File: src/rtl/core/snp_haplotype_vote_over_alignment_core_assert.svh
// Assertion macros shared by the core
`ifndef SNP_HAPLOTYPE_VOTE_OVER_ALIGNMENT_CORE_ASSERT_SVH
`define SNP_HAPLOTYPE_VOTE_OVER_ALIGNMENT_CORE_ASSERT_SVH

// Same-cycle implication
`define SNP_HV_ASSERT_NOW(name, ante, cons, msg) \
	name: assert property (@(posedge clk) disable iff (!arst_n) (ante) |-> (cons)) \
		else $error(msg);

// Next-cycle implication
`define SNP_HV_ASSERT_NEXT(name, ante, cons, msg) \
	name: assert property (@(posedge clk) disable iff (!arst_n) (ante) |=> (cons)) \
		else $error(msg);

`endif

File: src/rtl/core/snp_hv_pkg.sv
package snp_hv_pkg;

	localparam int MAX_RADIUS = 8;
	localparam int WIN_DEPTH  = 2 * MAX_RADIUS + 1;
	localparam int RAD_W      = $clog2(MAX_RADIUS + 1);
	localparam int IDX_W      = $clog2(WIN_DEPTH);
	localparam int VOTE_W     = 16;

	localparam int RADIUS_CFG_W = 4;
	localparam int MAPQ_W       = 8;
	localparam int IDENT_W      = 14;
	localparam int BASE_W       = 8;
	localparam int TAG_W        = 2;
	localparam int CFG_IDX_W    = 2;
	localparam int CFG_DATA_W   = 14;
	localparam int IN_DATA_W    = 56;
	localparam int OUT_DATA_W   = 8;

	localparam logic [MAPQ_W-1:0] LOOSE_MIN_MAPQ = 8'd5;

	localparam logic [RADIUS_CFG_W-1:0] RADIUS_RESET  = 4'd3;
	localparam logic [MAPQ_W-1:0]       MIN_MAPQ_RESET = 8'd5;
	localparam logic [IDENT_W-1:0]      MIN_IDENT_RESET = 14'd8500;

	localparam logic [CFG_IDX_W-1:0] REG_WINDOW_RADIUS   = 2'd0;
	localparam logic [CFG_IDX_W-1:0] REG_MIN_MAP_QUALITY = 2'd1;
	localparam logic [CFG_IDX_W-1:0] REG_MIN_IDENTITY    = 2'd2;

	localparam logic [TAG_W-1:0] TAG_NONE = 2'd0;
	localparam logic [TAG_W-1:0] TAG_HAP1 = 2'd1;
	localparam logic [TAG_W-1:0] TAG_HAP2 = 2'd2;

	// One alignment column held in a cell (valid bit kept apart)
	typedef struct packed {
		logic [BASE_W-1:0] qb;
		logic              qgap;
		logic [BASE_W-1:0] rb;
		logic              rgap;
		logic              snp;
		logic [BASE_W-1:0] alt;
		logic              rph;
		logic              aph;
	} column_t;

	// Vote produced by the judge for one column
	typedef struct packed {
		logic loose;
		logic strict;
		logic hap_two;
	} vote_t;

	typedef enum logic [2:0] {
		ST_RUN   = 3'b001,
		ST_FLUSH = 3'b010,
		ST_TAG   = 3'b100
	} state_t;

endpackage

File: src/rtl/core/snp_hv_cell.sv
module snp_hv_cell (
	input  logic                clk,
	input  logic                arst_n,
	input  logic                shift,
	input  logic                clear,
	input  logic                in_valid,
	input  snp_hv_pkg::column_t in_col,
	output logic                out_valid,
	output snp_hv_pkg::column_t out_col,
	output logic                ok
);
	import snp_hv_pkg::*;

	logic    valid_q;
	column_t col_q;

	always_ff @(posedge clk or negedge arst_n) begin
		if (!arst_n) begin
			valid_q <= 1'b0;
		end else if (clear) begin
			valid_q <= 1'b0;
		end else if (shift) begin
			valid_q <= in_valid;
		end
	end

	always_ff @(posedge clk) begin
		if (shift) begin
			col_q <= in_col;
		end
	end

	// Empty and SNP cells never spoil a neighbor's window
	assign ok = !valid_q || col_q.snp ||
		((col_q.qgap == col_q.rgap) && (col_q.qgap || (col_q.qb == col_q.rb)));

	assign out_valid = valid_q;
	assign out_col   = col_q;

endmodule

File: src/rtl/core/snp_hv_judge.sv
module snp_hv_judge (
	input  logic                                    en,
	input  logic [snp_hv_pkg::RAD_W-1:0]            radius,
	input  logic [snp_hv_pkg::WIN_DEPTH-1:0]        valids,
	input  logic [snp_hv_pkg::WIN_DEPTH-1:0]        oks,
	input  snp_hv_pkg::column_t                     cols [snp_hv_pkg::WIN_DEPTH],
	output snp_hv_pkg::vote_t                       vote
);
	import snp_hv_pkg::*;

	logic [IDX_W-1:0] sel_idx;
	column_t          sel;
	logic             sel_v;
	logic             hit_ref;
	logic             hit_alt;
	logic             sides_ok;

	assign sel_idx = IDX_W'(radius);
	assign sel     = cols[sel_idx];
	assign sel_v   = valids[sel_idx];
	assign hit_ref = (sel.qb == sel.rb);
	assign hit_alt = (sel.qb == sel.alt);

	// Window spans cells 0 .. 2*radius around the judged cell
	always_comb begin
		sides_ok = 1'b1;
		for (int i = 0; i < WIN_DEPTH; i++) begin
			if ((i <= 2 * int'(radius)) && (i != int'(radius)) && !oks[i]) begin
				sides_ok = 1'b0;
			end
		end
	end

	always_comb begin
		vote.loose   = en && sel_v && sel.snp && !sel.qgap && (hit_ref || hit_alt);
		vote.strict  = vote.loose && sides_ok;
		vote.hap_two = hit_ref ? sel.rph : sel.aph;
	end

endmodule

File: src/rtl/core/snp_hv_tally.sv
module snp_hv_tally (
	input  logic                             clk,
	input  logic                             arst_n,
	input  logic                             clear,
	input  snp_hv_pkg::vote_t                vote,
	output logic [snp_hv_pkg::TAG_W-1:0]     strict_dec,
	output logic [snp_hv_pkg::TAG_W-1:0]     loose_dec,
	output logic                             empty
);
	import snp_hv_pkg::*;

	localparam logic [VOTE_W-1:0] VOTE_MAX = '1;

	logic [VOTE_W-1:0] strict_one_q, strict_two_q, loose_one_q, loose_two_q;

	function automatic logic [VOTE_W-1:0] sat_inc(input logic [VOTE_W-1:0] c);
		return (c == VOTE_MAX) ? c : c + VOTE_W'(1);
	endfunction

	function automatic logic [TAG_W-1:0] decide(input logic [VOTE_W-1:0] one,
		input logic [VOTE_W-1:0] two);
		logic [TAG_W-1:0] t;
		if (one > two) t = TAG_HAP1;
		else if (one < two) t = TAG_HAP2;
		else t = TAG_NONE;
		return t;
	endfunction

	always_ff @(posedge clk or negedge arst_n) begin
		if (!arst_n) begin
			strict_one_q <= '0;
			strict_two_q <= '0;
			loose_one_q  <= '0;
			loose_two_q  <= '0;
		end else if (clear) begin
			strict_one_q <= '0;
			strict_two_q <= '0;
			loose_one_q  <= '0;
			loose_two_q  <= '0;
		end else begin
			if (vote.loose && !vote.hap_two) loose_one_q <= sat_inc(loose_one_q);
			if (vote.loose && vote.hap_two) loose_two_q <= sat_inc(loose_two_q);
			if (vote.strict && !vote.hap_two) strict_one_q <= sat_inc(strict_one_q);
			if (vote.strict && vote.hap_two) strict_two_q <= sat_inc(strict_two_q);
		end
	end

	assign strict_dec = decide(strict_one_q, strict_two_q);
	assign loose_dec  = decide(loose_one_q, loose_two_q);
	assign empty = (strict_one_q == '0) && (strict_two_q == '0) &&
		(loose_one_q == '0) && (loose_two_q == '0);

endmodule

File: src/rtl/core/snp_haplotype_vote_over_alignment_core.sv
// Channel | Direction | Beat contents
// s_*     | in        | one alignment column; tlast marks the fragment's last column
// m_*     | out       | strict and loose haplotype tags, one beat per fragment
// cfg_*   | in        | register write: window_radius, min_map_quality, min_identity
//
// One column per cycle while in the run state; a column is judged while it sits in cell radius after a shift.
// After the last column the chain shifts radius empty slots to judge the trailing
// columns, then the tag step forms the tags; no column is taken during flush and tag.
// A tag held by low m_tready stalls only the next fragment's tag step.
// arst_n clears valid bits, vote counters, control state and loads register defaults.
`include "snp_haplotype_vote_over_alignment_core_assert.svh"

module snp_haplotype_vote_over_alignment_core (
	input  logic                                 clk,
	input  logic                                 arst_n,
	input  logic                                 s_tvalid,
	output logic                                 s_tready,
	// query_base, query_gap, ref_base, ref_gap, snp_here, snp_alt_base,
	// ref_phase, alt_phase, map_quality, identity, zero fill
	input  logic [snp_hv_pkg::IN_DATA_W-1:0]     s_tdata,
	input  logic                                 s_tlast,
	output logic                                 m_tvalid,
	input  logic                                 m_tready,
	// strict_tag, loose_tag, zero fill
	output logic [snp_hv_pkg::OUT_DATA_W-1:0]    m_tdata,
	input  logic                                 cfg_we,
	input  logic [snp_hv_pkg::CFG_IDX_W-1:0]     cfg_index,
	input  logic [snp_hv_pkg::CFG_DATA_W-1:0]    cfg_data
);
	import snp_hv_pkg::*;

	state_t state_q;

	logic [RADIUS_CFG_W-1:0] window_radius_q;
	logic [MAPQ_W-1:0]       min_mapq_q;
	logic [IDENT_W-1:0]      min_ident_q;

	logic [RAD_W-1:0]   r_eff;
	logic [RAD_W-1:0]   flush_cnt_q;
	logic               judge_q;
	logic [MAPQ_W-1:0]  mapq_q;
	logic [IDENT_W-1:0] ident_q;

	logic accept;
	logic shift;
	logic clear;
	logic out_load;

	column_t                in_col;
	column_t                cols [WIN_DEPTH];
	logic [WIN_DEPTH-1:0]   valids;
	logic [WIN_DEPTH-1:0]   oks;
	vote_t                  vote;

	logic [TAG_W-1:0] strict_dec, loose_dec;
	logic             tally_empty;
	logic             frag_idle;
	logic             m_tvalid_q;
	logic [TAG_W-1:0] strict_tag_q, loose_tag_q;

	// Configuration
	always_ff @(posedge clk or negedge arst_n) begin
		if (!arst_n) begin
			window_radius_q <= RADIUS_RESET;
			min_mapq_q      <= MIN_MAPQ_RESET;
			min_ident_q     <= MIN_IDENT_RESET;
		end else if (cfg_we) begin
			unique case (cfg_index)
				REG_WINDOW_RADIUS:   window_radius_q <= cfg_data[RADIUS_CFG_W-1:0];
				REG_MIN_MAP_QUALITY: min_mapq_q      <= cfg_data[MAPQ_W-1:0];
				REG_MIN_IDENTITY:    min_ident_q     <= cfg_data[IDENT_W-1:0];
				default: ;
			endcase
		end
	end

	always_comb begin
		if (int'(window_radius_q) > MAX_RADIUS) r_eff = RAD_W'(MAX_RADIUS);
		else r_eff = RAD_W'(window_radius_q);
	end

	// Input column unpack
	always_comb begin
		in_col.qb   = s_tdata[7:0];
		in_col.qgap = s_tdata[8];
		in_col.rb   = s_tdata[16:9];
		in_col.rgap = s_tdata[17];
		in_col.snp  = s_tdata[18] & ~s_tdata[17];
		in_col.alt  = s_tdata[26:19];
		in_col.rph  = s_tdata[27];
		in_col.aph  = s_tdata[28];
	end

	assign s_tready = (state_q == ST_RUN);
	assign accept   = s_tvalid && s_tready;
	assign shift    = accept || ((state_q == ST_FLUSH) && (flush_cnt_q != '0));
	assign out_load = (state_q == ST_TAG) && (!m_tvalid_q || m_tready);
	assign clear    = out_load;

	always_ff @(posedge clk or negedge arst_n) begin
		if (!arst_n) begin
			state_q     <= ST_RUN;
			flush_cnt_q <= '0;
			judge_q     <= 1'b0;
		end else begin
			judge_q <= shift;
			unique case (state_q)
				ST_RUN: begin
					if (accept && s_tlast) begin
						state_q     <= ST_FLUSH;
						flush_cnt_q <= r_eff;
					end
				end
				ST_FLUSH: begin
					if (flush_cnt_q != '0) flush_cnt_q <= flush_cnt_q - RAD_W'(1);
					else state_q <= ST_TAG;
				end
				ST_TAG: begin
					if (out_load) state_q <= ST_RUN;
				end
				default: state_q <= ST_RUN;
			endcase
		end
	end

	// Fragment values of the last column
	always_ff @(posedge clk) begin
		if (accept && s_tlast) begin
			mapq_q  <= s_tdata[36:29];
			ident_q <= s_tdata[50:37];
		end
	end

	// Cell chain: cell 0 takes the new column, or an empty slot while flushing
	for (genvar g = 0; g < WIN_DEPTH; g++) begin : g_cell
		if (g == 0) begin : g_head
			snp_hv_cell u_cell (
				.clk      (clk),
				.arst_n   (arst_n),
				.shift    (shift),
				.clear    (clear),
				.in_valid (accept),
				.in_col   (in_col),
				.out_valid(valids[g]),
				.out_col  (cols[g]),
				.ok       (oks[g])
			);
		end else begin : g_body
			snp_hv_cell u_cell (
				.clk      (clk),
				.arst_n   (arst_n),
				.shift    (shift),
				.clear    (clear),
				.in_valid (valids[g-1]),
				.in_col   (cols[g-1]),
				.out_valid(valids[g]),
				.out_col  (cols[g]),
				.ok       (oks[g])
			);
		end
	end

	snp_hv_judge u_judge (
		.en    (judge_q),
		.radius(r_eff),
		.valids(valids),
		.oks   (oks),
		.cols  (cols),
		.vote  (vote)
	);

	snp_hv_tally u_tally (
		.clk       (clk),
		.arst_n    (arst_n),
		.clear     (clear),
		.vote      (vote),
		.strict_dec(strict_dec),
		.loose_dec (loose_dec),
		.empty     (tally_empty)
	);

	// Output register
	always_ff @(posedge clk or negedge arst_n) begin
		if (!arst_n) begin
			m_tvalid_q <= 1'b0;
		end else if (out_load) begin
			m_tvalid_q <= 1'b1;
		end else if (m_tready) begin
			m_tvalid_q <= 1'b0;
		end
	end

	always_ff @(posedge clk) begin
		if (out_load) begin
			strict_tag_q <= ((mapq_q >= min_mapq_q) && (ident_q >= min_ident_q)) ?
				strict_dec : TAG_NONE;
			loose_tag_q  <= (mapq_q >= LOOSE_MIN_MAPQ) ? loose_dec : TAG_NONE;
		end
	end

	assign m_tvalid = m_tvalid_q;
	assign m_tdata  = {{(OUT_DATA_W - 2 * TAG_W){1'b0}}, loose_tag_q, strict_tag_q};

	assign frag_idle = (valids == '0) && tally_empty && !judge_q;

	`SNP_HV_ASSERT_NEXT(a_last_starts_flush, accept && s_tlast, state_q == ST_FLUSH, "no flush")
	`SNP_HV_ASSERT_NOW(a_flush_cnt_bound, state_q == ST_FLUSH, flush_cnt_q <= r_eff, "count high")
	`SNP_HV_ASSERT_NEXT(a_clear_after_tag, out_load, frag_idle, "fragment state not cleared")
	`SNP_HV_ASSERT_NOW(a_tag_from_flush, $rose(m_tvalid), $past(state_q == ST_TAG), "stray tag")

endmodule

File: config.mk
export PLATFORM = sky130hd
export DESIGN_NAME = snp_haplotype_vote_over_alignment_core
export DESIGN_NICKNAME = d
export VERILOG_FILES = /design/src/rtl/core/snp_hv_pkg.sv /design/src/rtl/core/snp_hv_cell.sv /design/src/rtl/core/snp_hv_judge.sv /design/src/rtl/core/snp_hv_tally.sv /design/src/rtl/core/snp_haplotype_vote_over_alignment_core.sv
export VERILOG_INCLUDE_DIRS = /design/src /design/src/rtl/core
export SDC_FILE = /design/constraint.sdc
export NUM_CORES = 1
export LEC_CHECK = 0
export ABC_AREA = 0
export ABC_CLOCK_PERIOD_IN_PS = 40400
export CAP_MARGIN = 20
export CORE_MARGIN = 2
export CORE_UTILIZATION = 65
export CTS_BUF_LIST = sky130_fd_sc_hd__clkbuf_8
export DETAILED_ROUTE_END_ITERATION = 6
export DONT_BUFFER_PORTS = 1
export PLACE_DENSITY = 0.9
export REMOVE_ABC_BUFFERS = 1
export SETUP_SLACK_MARGIN = 0.1
export SLEW_MARGIN = 20
export SYNTH_ARGS = -nofsm -noshare
export SYNTH_HDL_FRONTEND = slang
export SYNTH_SLANG_ARGS = --single-unit
File: constraint.sdc
create_clock -name clk -period 40.4 [get_ports clk]
set_input_delay 2.02 -clock clk [delete_from_list [all_inputs] [get_ports clk]]
set_output_delay 2.02 -clock clk [all_outputs]
set_load 0.03 [all_outputs]
==> report_table.html, run 1 <==
<table>
<tr><th>Metric</th><th>Value</th></tr>
<tr><th colspan="2">STA</th></tr>
<tr><td>Final worst setup slack</td><td>34.78 ns</td></tr>
<tr><td>Period minus WS final</td><td>5.619 ns</td></tr>
<tr><td>Final worst clock skew</td><td>0.02643 ns</td></tr>
<tr><td>Final-layout worst hold slack</td><td>0.4377 ns</td></tr>
<tr><td>Final hold violation count</td><td>0</td></tr>
<tr><td>Count of pins over their slew limit</td><td>0</td></tr>
<tr><td>Max Fclk</td><td>0.1780 GHz</td></tr>
<tr><td>Setup_tns</td><td>0 ns</td></tr>
<tr><td>RSZ-0062 raised after global routing</td><td>false</td></tr>
<tr><td>Transition at the pin with the smallest max-transition slack</td><td>1.039 ns</td></tr>
<tr><td>Slew HR</td><td>30.72%</td></tr>
<tr><td>Fin crit share</td><td>13.91%</td></tr>
<tr><td>Final setup violation count</td><td>0</td></tr>
<tr><th colspan="2">Floorplanning</th></tr>
<tr><td>Site Rows</td><td>71</td></tr>
<tr><td>Starting utilization of the core area</td><td>65.90%</td></tr>
<tr><td>Horizontal die dimension</td><td>199.4 um</td></tr>
<tr><td>Top Ports</td><td>88</td></tr>
<tr><td>Std-Cell Core Area</td><td>37670 um^2</td></tr>
<tr><td>Die height</td><td>199.4 um</td></tr>
<tr><td>Total die area</td><td>39770 um^2</td></tr>
<tr><th colspan="2">Synth</th></tr>
<tr><td>Combined area of all synthesized cells</td><td>24820 um^2</td></tr>
<tr><td>Number of instances in the synthesized netlist</td><td>1783</td></tr>
<tr><td>Synthesis Warnings</td><td>0</td></tr>
<tr><td>Ys async rst share</td><td>20.90%</td></tr>
<tr><td>Number of enable-type register cells in the synthesized netlist</td><td>439</td></tr>
<tr><td>Sequential cell area fraction in the yosys report</td><td>64.86%</td></tr>
<tr><td>Post-synth cell types</td><td>85</td></tr>
<tr><td>Synthesized area per cell</td><td>13.92 um^2</td></tr>
<tr><td>Top flip-flop cell by instance count after synthesis</td><td>edfxtp_1</td></tr>
<tr><td>Number of storage elements in the synthesis netlist</td><td>555</td></tr>
<tr><th colspan="2">Setup path</th></tr>
<tr><td>Data required time of the critical path</td><td>40.99 ns</td></tr>
<tr><td>RR Startpoint</td><td>window_radius_q[0]</td></tr>
<tr><td>Reg2Reg Capture Point</td><td>u_tally.loose_one_q[15]</td></tr>
<tr><td>Worst reg2reg path depth</td><td>11</td></tr>
<tr><td>Kind of end point of the critical path</td><td>flip-flop</td></tr>
<tr><td>Minimum setup slack among reg-to-reg paths</td><td>34.78 ns</td></tr>
<tr><td>Arrival time worst endpoint</td><td>6.21 ns</td></tr>
<tr><td>Critical Path Fanout Max</td><td>52</td></tr>
<tr><td>Crit path launch type</td><td>flip-flop</td></tr>
<tr><td>Class of the most critical setup path</td><td>reg2reg</td></tr>
<tr><th colspan="2">Global route</th></tr>
<tr><td>Final global-route overflow total</td><td>0</td></tr>
<tr><td>First-pass GRT wire length</td><td>80520 um</td></tr>
<tr><td>Largest net degree at the start of global routing</td><td>193</td></tr>
<tr><td>Gr usage total</td><td>26.59%</td></tr>
<tr><td>Antenna violations before repair</td><td>0</td></tr>
<tr><td>Number of global-route vias before repair</td><td>15410</td></tr>
<tr><th colspan="2">Cells and area</th></tr>
<tr><td>Layout net count</td><td>1955</td></tr>
<tr><td>Number of inserted diodes</td><td>0</td></tr>
<tr><td>Final standard cell area without fillers</td><td>26910 um^2</td></tr>
<tr><td>Area growth from synthesis to layout</td><td>8.398%</td></tr>
<tr><td>Fillcell total</td><td>2302</td></tr>
<tr><td>Share of layout cells above drive strength 1</td><td>11.45%</td></tr>
<tr><th colspan="2">Clock network</th></tr>
<tr><td>H-tree lvl count</td><td>3</td></tr>
<tr><td>Clock-pin slew on the worst setup and hold paths</td><td>0.06 ns</td></tr>
<tr><td>CTS-repair resized insts</td><td>0</td></tr>
<tr><td>CTS Hold Bufs</td><td>0</td></tr>
<tr><td>Clock latency on the worst-skew pair</td><td>0.68 ns</td></tr>
<tr><td>Buffer cell driving the clock tree root</td><td>clkbuf_8</td></tr>
<tr><td>Sinks on Clock Net</td><td>555</td></tr>
<tr><td>Deepest clock path buffer count</td><td>3</td></tr>
<tr><td>CTS tree</td><td>done</td></tr>
<tr><td>Setup Fix Bufs, Post-CTS</td><td>0</td></tr>
<tr><td>Total clock buffers created by CTS</td><td>88</td></tr>
<tr><th colspan="2">Drt</th></tr>
<tr><td>Total DRC errors in the routed layout</td><td>0</td></tr>
<tr><td>Antenna viol nets, final</td><td>0</td></tr>
<tr><td>Detail-routed via count per cell</td><td>6.403</td></tr>
<tr><td>Number of search-and-repair iterations in the first detailed-routing pass</td><td>6</td></tr>
<tr><td>Total wire length after detailed routing</td><td>51610 um</td></tr>
<tr><td>Detailed Route Iter0 Violations</td><td>1707</td></tr>
<tr><td>Number of vias in the routed layout</td><td>15350</td></tr>
<tr><td>Average wire per standard cell</td><td>21.53 um</td></tr>
<tr><th colspan="2">Run</th></tr>
<tr><td>Number of violations of the max-capacitance limit</td><td>0</td></tr>
<tr><th colspan="2">Power</th></tr>
<tr><td>Power density over cell area</td><td>55.83 nW/um^2</td></tr>
<tr><td>Worst IR drop on VDD</td><td>0.05359 mV</td></tr>
<tr><td>PnR Total Power</td><td>1.502 mW</td></tr>
<tr><td>Leakage power</td><td>9.809 nW</td></tr>
<tr><th colspan="2">Placement</th></tr>
<tr><td>Post-placement cell area</td><td>25190 um^2</td></tr>
<tr><td>Post-Place Setup Slack</td><td>34.93 ns</td></tr>
<tr><td>Detailed placement HPWL</td><td>33590 um</td></tr>
<tr><td>Number of I/O port buffers</td><td>0</td></tr>
<tr><td>Global placement routability congestion</td><td>0.9638</td></tr>
<tr><th colspan="2">Worst hold path</th></tr>
<tr><td>Hold Path Depth</td><td>0</td></tr>
<tr><td>Hold path endpoint</td><td>g_cell[4].g_body.u_cell.out_col[6]</td></tr>
<tr><td>Worst min-delay path class</td><td>reg2reg</td></tr>
<tr><td>Launch instance of the worst min-delay path</td><td>g_cell[3].g_body.u_cell.out_col[6]</td></tr>
<tr><th colspan="2">Run status</th></tr>
<tr><td>Result of the run</td><td>finished clean</td></tr>
</table>
[cell usage in the layout (no fill, tap or decap), types with 10 or more instances in the layout]
master and count:
ha_1 59, mux4_2 19, nor2b_1 10, o2111ai_1 10
edfxtp_1 439, xnor2_1 61, nor4_1 26, o31ai_1 18
or4_1 30, clkbuf_8 98, buf_4 16, nor2_1 37
a31oi_1 10, o21ai_0 35, mux2i_1 72, a22oi_1 15
nand4_1 44, nor3_1 45, nand3_1 37, dfrtp_1 106
and3_1 13, a21o_1 18, inv_1 100, o41ai_1 18
nand2b_1 12, mux2_2 29, nand2_1 143, a21oi_1 72
o211ai_1 17, xor2_1 90, clkinv_1 16, clkinv_2 11
[worst max path at each step]
stage,from,endpoint,slack [ns],cells after the start
2_1_floorplan,s_tvalid,g_cell[0].g_head.u_cell.out_col[0],26.74,3
3_3_place_gp,window_radius_q[0],u_tally.loose_one_q[15],35.00,11
3_5_place_dp,s_tvalid,g_cell[1].g_body.u_cell.out_valid,34.93,8
4_1_cts,window_radius_q[0],u_tally.loose_one_q[15],34.92,11
5_1_grt,window_radius_q[0],u_tally.loose_one_q[15],34.70,11
6_report,window_radius_q[0],u_tally.loose_one_q[15],34.78,11
[worst max-delay path: stages, from the launching register on]
cell and delay (ns):
dfstp_4 1.06, buf_4 0.81, mux4_2 0.61, a221oi_2 0.40, a31oi_1 0.11, nand4b_1 0.31
nand3b_1 0.38, nor4_4 0.44, a21oi_2 0.31, buf_4 0.31, or4_1 0.51, a21oi_1 0.16
[layout make-up]
type / count / area (um^2) / area share (%)
clock buffers: 98 / 1349 / 5.013
clock inverters: 60 / 367.9 / 1.367
inverters: 78 / 300.3 / 1.116
multi-input cells: 1078 / 8008 / 29.76
flip-flops and latches: 555 / 16100 / 59.84
well taps: 511 / 639.4 / 2.376
repair buffers: 17 / 140.1 / 0.5208
[power by group]
part / internal [mW] / total (mW) / switching, mW / leakage [nW]
Clock: 0.244 / 0.464 / 0.220 / 0.978
Combinational: 0.0927 / 0.246 / 0.153 / 3.13
Sequential: 0.728 / 0.792 / 0.0642 / 5.70
[synth_stat cells (7+ instances only)]
cell type / number / area share [%]
o31ai_1: 18 / 0.54
o22ai_1: 8 / 0.20
buf_4: 12 / 0.36
o21ai_0: 35 / 0.71
clkbuf_1: 34 / 0.51
a22oi_1: 15 / 0.45
or3_1: 9 / 0.23
and2_1: 8 / 0.20
nand2_1: 143 / 2.2
nor2b_1: 10 / 0.25
mux2_2: 29 / 1.3
mux2i_1: 72 / 2.9
xnor2_1: 61 / 2.2
edfxtp_1: 439 / 53
inv_1: 77 / 1.2
ha_1: 59 / 3.0
o41ai_1: 18 / 0.64
dfrtp_1: 106 / 11
nor4_1: 27 / 0.68
o21ai_1: 7 / 0.14
nand4b_1: 8 / 0.28
o311ai_0: 8 / 0.28
mux4_2: 19 / 1.7
or4_1: 30 / 0.91
o21a_1: 7 / 0.21
a21o_1: 18 / 0.54
nand2b_1: 12 / 0.30
xor2_1: 90 / 3.2
a21oi_1: 72 / 1.5
nand4_1: 44 / 1.1
nor3_1: 45 / 0.91
a31oi_1: 10 / 0.25
buf_2: 14 / 0.28
o211ai_1: 17 / 0.51
o2111ai_1: 10 / 0.35
nand3_1: 37 / 0.75
and3_1: 13 / 0.33
nor2_1: 37 / 0.56
dfstp_2: 10 / 1.1
[flip-flops by register name, indices dropped and copies added, names as in the netlist, 2 cells and up]
| signal | cells |
|---|---|
| flush_cnt_q | 4 |
| ident_q | 14 |
| u_tally.loose_one_q | 16 |
| g_cell.g_head.u_cell.out_col | 29 |
| loose_tag_q | 2 |
| u_tally.loose_two_q | 16 |
| window_radius_q | 4 |
| min_mapq_q | 8 |
| min_ident_q | 14 |
| g_cell.g_body.u_cell.out_col | 384 |
| strict_tag_q | 2 |
| u_tally.strict_two_q | 16 |
| mapq_q | 8 |
| u_tally.strict_one_q | 16 |
| g_cell.g_body.u_cell.out_valid | 16 |
| state_q | 3 |
[per-stage QoR]
step | utilization (%) | instances
3_3_place_gp | 66.87 | 2239
6_report | 71.43 | 2397
4_1_cts | 71.43 | 2397
2_1_floorplan | - | 1711
5_1_grt | 71.43 | 2397
3_5_place_dp | 66.87 | 2239
[per-layer routing]
metal | part of all wire (%) | GRT usage [%]
met5 | 0 | 0
met4 | 4.6 | 14.13
met3 | 8.9 | 5.570
met2 | 50 | 44.43
met1 | 37 | 32.83
[logic make-up after synthesis]
family	count (synthesis)	share of synthesized area, %
flops	555	64.86
simple gates	458	9.986
compound gates	284	7.808
buf+inv	153	2.989
xor+xnor	151	5.328
mux	122	6.044
fa+ha+maj	59	2.974
other cells	1	0.01511
(Power assumes the default switching activity.)
==> run 2, diff against run 1 <==
ABC_CLOCK_PERIOD_IN_PS = 5100   (was 40400)
CORE_UTILIZATION = 59   (was 65)
PLACE_DENSITY = 0.87   (was 0.9)
clock period = 5.1 ns   (was 40.4 ns; I/O delays follow)
==> report_table.html, run 2 (synthesis results as in run 1) <==
<table>
<tr><th>Metric</th><th>Value</th></tr>
<tr><th colspan="2">Floorplanning</th></tr>
<tr><td>Site Rows</td><td>75</td></tr>
<tr><td>Std-Cell Core Area</td><td>41760 um^2</td></tr>
<tr><td>Die height</td><td>209.1 um</td></tr>
<tr><td>Starting utilization of the core area</td><td>59.44%</td></tr>
<tr><td>Total die area</td><td>43730 um^2</td></tr>
<tr><td>Top Ports</td><td>88</td></tr>
<tr><td>Horizontal die dimension</td><td>209.1 um</td></tr>
<tr><th colspan="2">Drt</th></tr>
<tr><td>Antenna viol nets, final</td><td>0</td></tr>
<tr><td>Number of search-and-repair iterations in the first detailed-routing pass</td><td>7</td></tr>
<tr><td>Total DRC errors in the routed layout</td><td>1</td></tr>
<tr><td>Detail-routed via count per cell</td><td>6.253</td></tr>
<tr><td>Total wire length after detailed routing</td><td>52520 um</td></tr>
<tr><td>Number of vias in the routed layout</td><td>15690</td></tr>
<tr><td>Detailed Route Iter0 Violations</td><td>1807</td></tr>
<tr><td>Average wire per standard cell</td><td>20.93 um</td></tr>
<tr><th colspan="2">STA</th></tr>
<tr><td>RSZ-0062 raised after global routing</td><td>false</td></tr>
<tr><td>Final hold violation count</td><td>0</td></tr>
<tr><td>Fin crit share</td><td>88.19%</td></tr>
<tr><td>Final worst clock skew</td><td>0.03748 ns</td></tr>
<tr><td>Slew HR</td><td>35.70%</td></tr>
<tr><td>Period minus WS final</td><td>4.498 ns</td></tr>
<tr><td>Max Fclk</td><td>0.2223 GHz</td></tr>
<tr><td>Final setup violation count</td><td>0</td></tr>
<tr><td>Transition at the pin with the smallest max-transition slack</td><td>0.9646 ns</td></tr>
<tr><td>Count of pins over their slew limit</td><td>0</td></tr>
<tr><td>Setup_tns</td><td>0 ns</td></tr>
<tr><th colspan="2">Cells and area</th></tr>
<tr><td>Commonest cells after routing, fill and taps aside</td><td>edfxtp_1, nand2_1, dfrtp_1</td></tr>
<tr><td>Leading cell type in the layout, fill and taps excluded</td><td>edfxtp_1</td></tr>
<tr><td>Utilization after layout</td><td>66.61%</td></tr>
<tr><td>Area growth from synthesis to layout</td><td>12.06%</td></tr>
<tr><td>Number of flip-flops under the largest register name</td><td>384</td></tr>
<tr><td>Number of inserted diodes</td><td>0</td></tr>
<tr><td>Layout net count</td><td>2041</td></tr>
<tr><td>Fillcell total</td><td>2683</td></tr>
<tr><td>Final standard cell count with taps included and fillers excluded</td><td>2509</td></tr>
<tr><td>Final standard cell area without fillers</td><td>27820 um^2</td></tr>
<tr><td>Share of layout cells above drive strength 1</td><td>11.93%</td></tr>
<tr><th colspan="2">Global route</th></tr>
<tr><td>Antenna violations before repair</td><td>0</td></tr>
<tr><td>Gr usage total</td><td>24.16%</td></tr>
<tr><td>First-pass GRT wire length</td><td>82470 um</td></tr>
<tr><td>Final global-route overflow total</td><td>0</td></tr>
<tr><td>Number of global-route vias before repair</td><td>15900</td></tr>
<tr><td>Largest net degree at the start of global routing</td><td>140</td></tr>
<tr><th colspan="2">Setup path</th></tr>
<tr><td>Crit path launch type</td><td>flip-flop</td></tr>
<tr><td>Reg2Reg Capture Point</td><td>u_tally.loose_one_q[15]</td></tr>
<tr><td>Kind of cell adding the most delay to the critical path</td><td>simple AND/OR/NAND/NOR gates</td></tr>
<tr><td>Most frequent cell on the critical path</td><td>buf_4</td></tr>
<tr><td>Critical-path cell list</td><td>buf_4 -&gt; mux4_2 -&gt; nor2_1 -&gt; nor3_1 -&gt; xnor2_1 -&gt; nand3_1 -&gt; nor4_4 -&gt; a21oi_2 -&gt; buf_4 -&gt; or4_1 -&gt; a21oi_1</td></tr>
<tr><td>Class of the most critical setup path</td><td>reg2reg</td></tr>
<tr><td>Critical-path top delay cell</td><td>dfstp_4</td></tr>
<tr><td>Minimum setup slack among reg-to-reg paths</td><td>0.60 ns</td></tr>
<tr><td>Arrival time worst endpoint</td><td>5.10 ns</td></tr>
<tr><td>Data required time of the critical path</td><td>5.70 ns</td></tr>
<tr><td>Kind of end point of the critical path</td><td>flip-flop</td></tr>
<tr><td>Worst reg2reg path depth</td><td>11</td></tr>
<tr><td>Slowest Stage Delay on Critical Path</td><td>1.08 ns</td></tr>
<tr><td>Buf/Inv on CP</td><td>2</td></tr>
<tr><td>Critical Path Fanout Max</td><td>48</td></tr>
<tr><td>RR Startpoint</td><td>window_radius_q[0]</td></tr>
<tr><th colspan="2">Worst hold path</th></tr>
<tr><td>Hold Path Depth</td><td>3</td></tr>
<tr><td>Launch instance of the worst min-delay path</td><td>s_tvalid</td></tr>
<tr><td>Worst min-delay path class</td><td>in2reg</td></tr>
<tr><td>Hold path endpoint</td><td>state_q[0]</td></tr>
<tr><th colspan="2">Clock network</th></tr>
<tr><td>Clock-pin slew on the worst setup and hold paths</td><td>0.06 ns</td></tr>
<tr><td>Total clock buffers created by CTS</td><td>89</td></tr>
<tr><td>Sinks on Clock Net</td><td>555</td></tr>
<tr><td>CTS-repair resized insts</td><td>0</td></tr>
<tr><td>Deepest clock path buffer count</td><td>3</td></tr>
<tr><td>H-tree lvl count</td><td>3</td></tr>
<tr><td>CTS tree</td><td>done</td></tr>
<tr><td>Clock latency on the worst-skew pair</td><td>0.68 ns</td></tr>
<tr><td>Buffer cell driving the clock tree root</td><td>clkbuf_8</td></tr>
<tr><th colspan="2">Power</th></tr>
<tr><td>Power density over cell area</td><td>431.0 nW/um^2</td></tr>
<tr><td>Worst IR drop on VDD</td><td>0.3194 mV</td></tr>
<tr><td>Leakage power</td><td>10.21 nW</td></tr>
<tr><th colspan="2">Run status</th></tr>
<tr><td>Result of the run</td><td>complete, but fails checks</td></tr>
<tr><td>Violated checks</td><td>design-rule violations</td></tr>
<tr><th colspan="2">Placement</th></tr>
<tr><td>Cell total after placement</td><td>2280</td></tr>
<tr><td>Post-placement cell area</td><td>25370 um^2</td></tr>
<tr><td>Global placement routability congestion</td><td>0.9054</td></tr>
<tr><td>Number of I/O port buffers</td><td>0</td></tr>
<tr><td>Detailed placement HPWL</td><td>34110 um</td></tr>
<tr><th colspan="2">Run</th></tr>
<tr><td>Number of violations of the max-capacitance limit</td><td>0</td></tr>
</table>
==> run 2: changes by cell type in the layout (fill, tap and decap cells not counted), moves of 3 or more <==
cell and delta:
clkinv_2 +7, dlygate4sd3_1 +71, buf_12 +4, inv_1 +3
clkinv_1 -8, buf_4 +9
==> run 2: metrics by stage <==
step	power (mW)	setup WS, ns	hold WS, ns
final	11.99	0.6024	0.1808
after global routing	12.47	0.3627	0.1598
after CTS	12.01	0.6393	0.1235
after detailed placement	8.273	0.6457	-0.03243
after global placement	8.106	0.8311	-0.03290
after floorplan	7.782	-7.375	-0.04059
==> run 2: what timing repair did <==
item	CTS	global route
endpoints found under the hold margin	195	0
hold buffers	72	0
setup buffers	0	0
==> run 2: worst reg2reg max path: stages (launching register included) <==
cell and delay, ns:
dfstp_4 1.08, buf_4 0.38, mux4_2 0.53, nor2_1 0.24, nor3_1 0.12, xnor2_1 0.20
nand3_1 0.24, nor4_4 0.60, a21oi_2 0.04, buf_4 0.28, or4_1 0.57, a21oi_1 0.15
==> run 2: power breakdown <==
| group | switching [mW] | leakage [nW] | internal (mW) | total (mW) |
|---|---|---|---|---|
| Combinational | 1.22 | 3.53 | 0.803 | 2.03 |
| Sequential | 0.524 | 5.70 | 5.76 | 6.28 |
| Clock | 1.73 | 0.986 | 1.95 | 3.68 |
==> run 2: worst max path at each step <==
| stage | slack, ns | cells past startpoint | startpoint | end |
|---|---|---|---|---|
| 3_3_place_gp | 0.83 | 11 | window_radius_q[0] | u_tally.loose_one_q[15] |
| 3_5_place_dp | 0.65 | 11 | window_radius_q[0] | u_tally.loose_one_q[15] |
| 2_1_floorplan | -7.38 | 6 | flush_cnt_q[0] | g_cell[0].g_head.u_cell.out_col[0] |
| 4_1_cts | 0.64 | 11 | window_radius_q[0] | u_tally.loose_one_q[15] |
| 6_report | 0.60 | 11 | window_radius_q[0] | u_tally.loose_one_q[15] |
| 5_1_grt | 0.36 | 11 | window_radius_q[0] | u_tally.loose_one_q[15] |
==> run 2: final cells by class <==
class | instances | area, um^2 | share of cell area [%]
Sequential cell | 555 | 16100 | 57.89
Clock buffer | 97 | 1335 | 4.800
Tap cell | 539 | 674.4 | 2.425
Inverter | 78 | 300.3 | 1.080
Timing Repair Buffer | 102 | 1026 | 3.689
Clock inverter | 60 | 365.4 | 1.313
Multi-Input combinational cell | 1078 | 8013 | 28.81
==> run 2: layer usage <==
layer / track usage (%) / up-vias / routed length [um]
met3: 4.914 / 137 / 4060
met5: 0 / - / 0
li1: - / 7073 / -
met1: 30.88 / 7723 / 20610
met4: 10.99 / 0 / 1890
met2: 40.18 / 755 / 25960
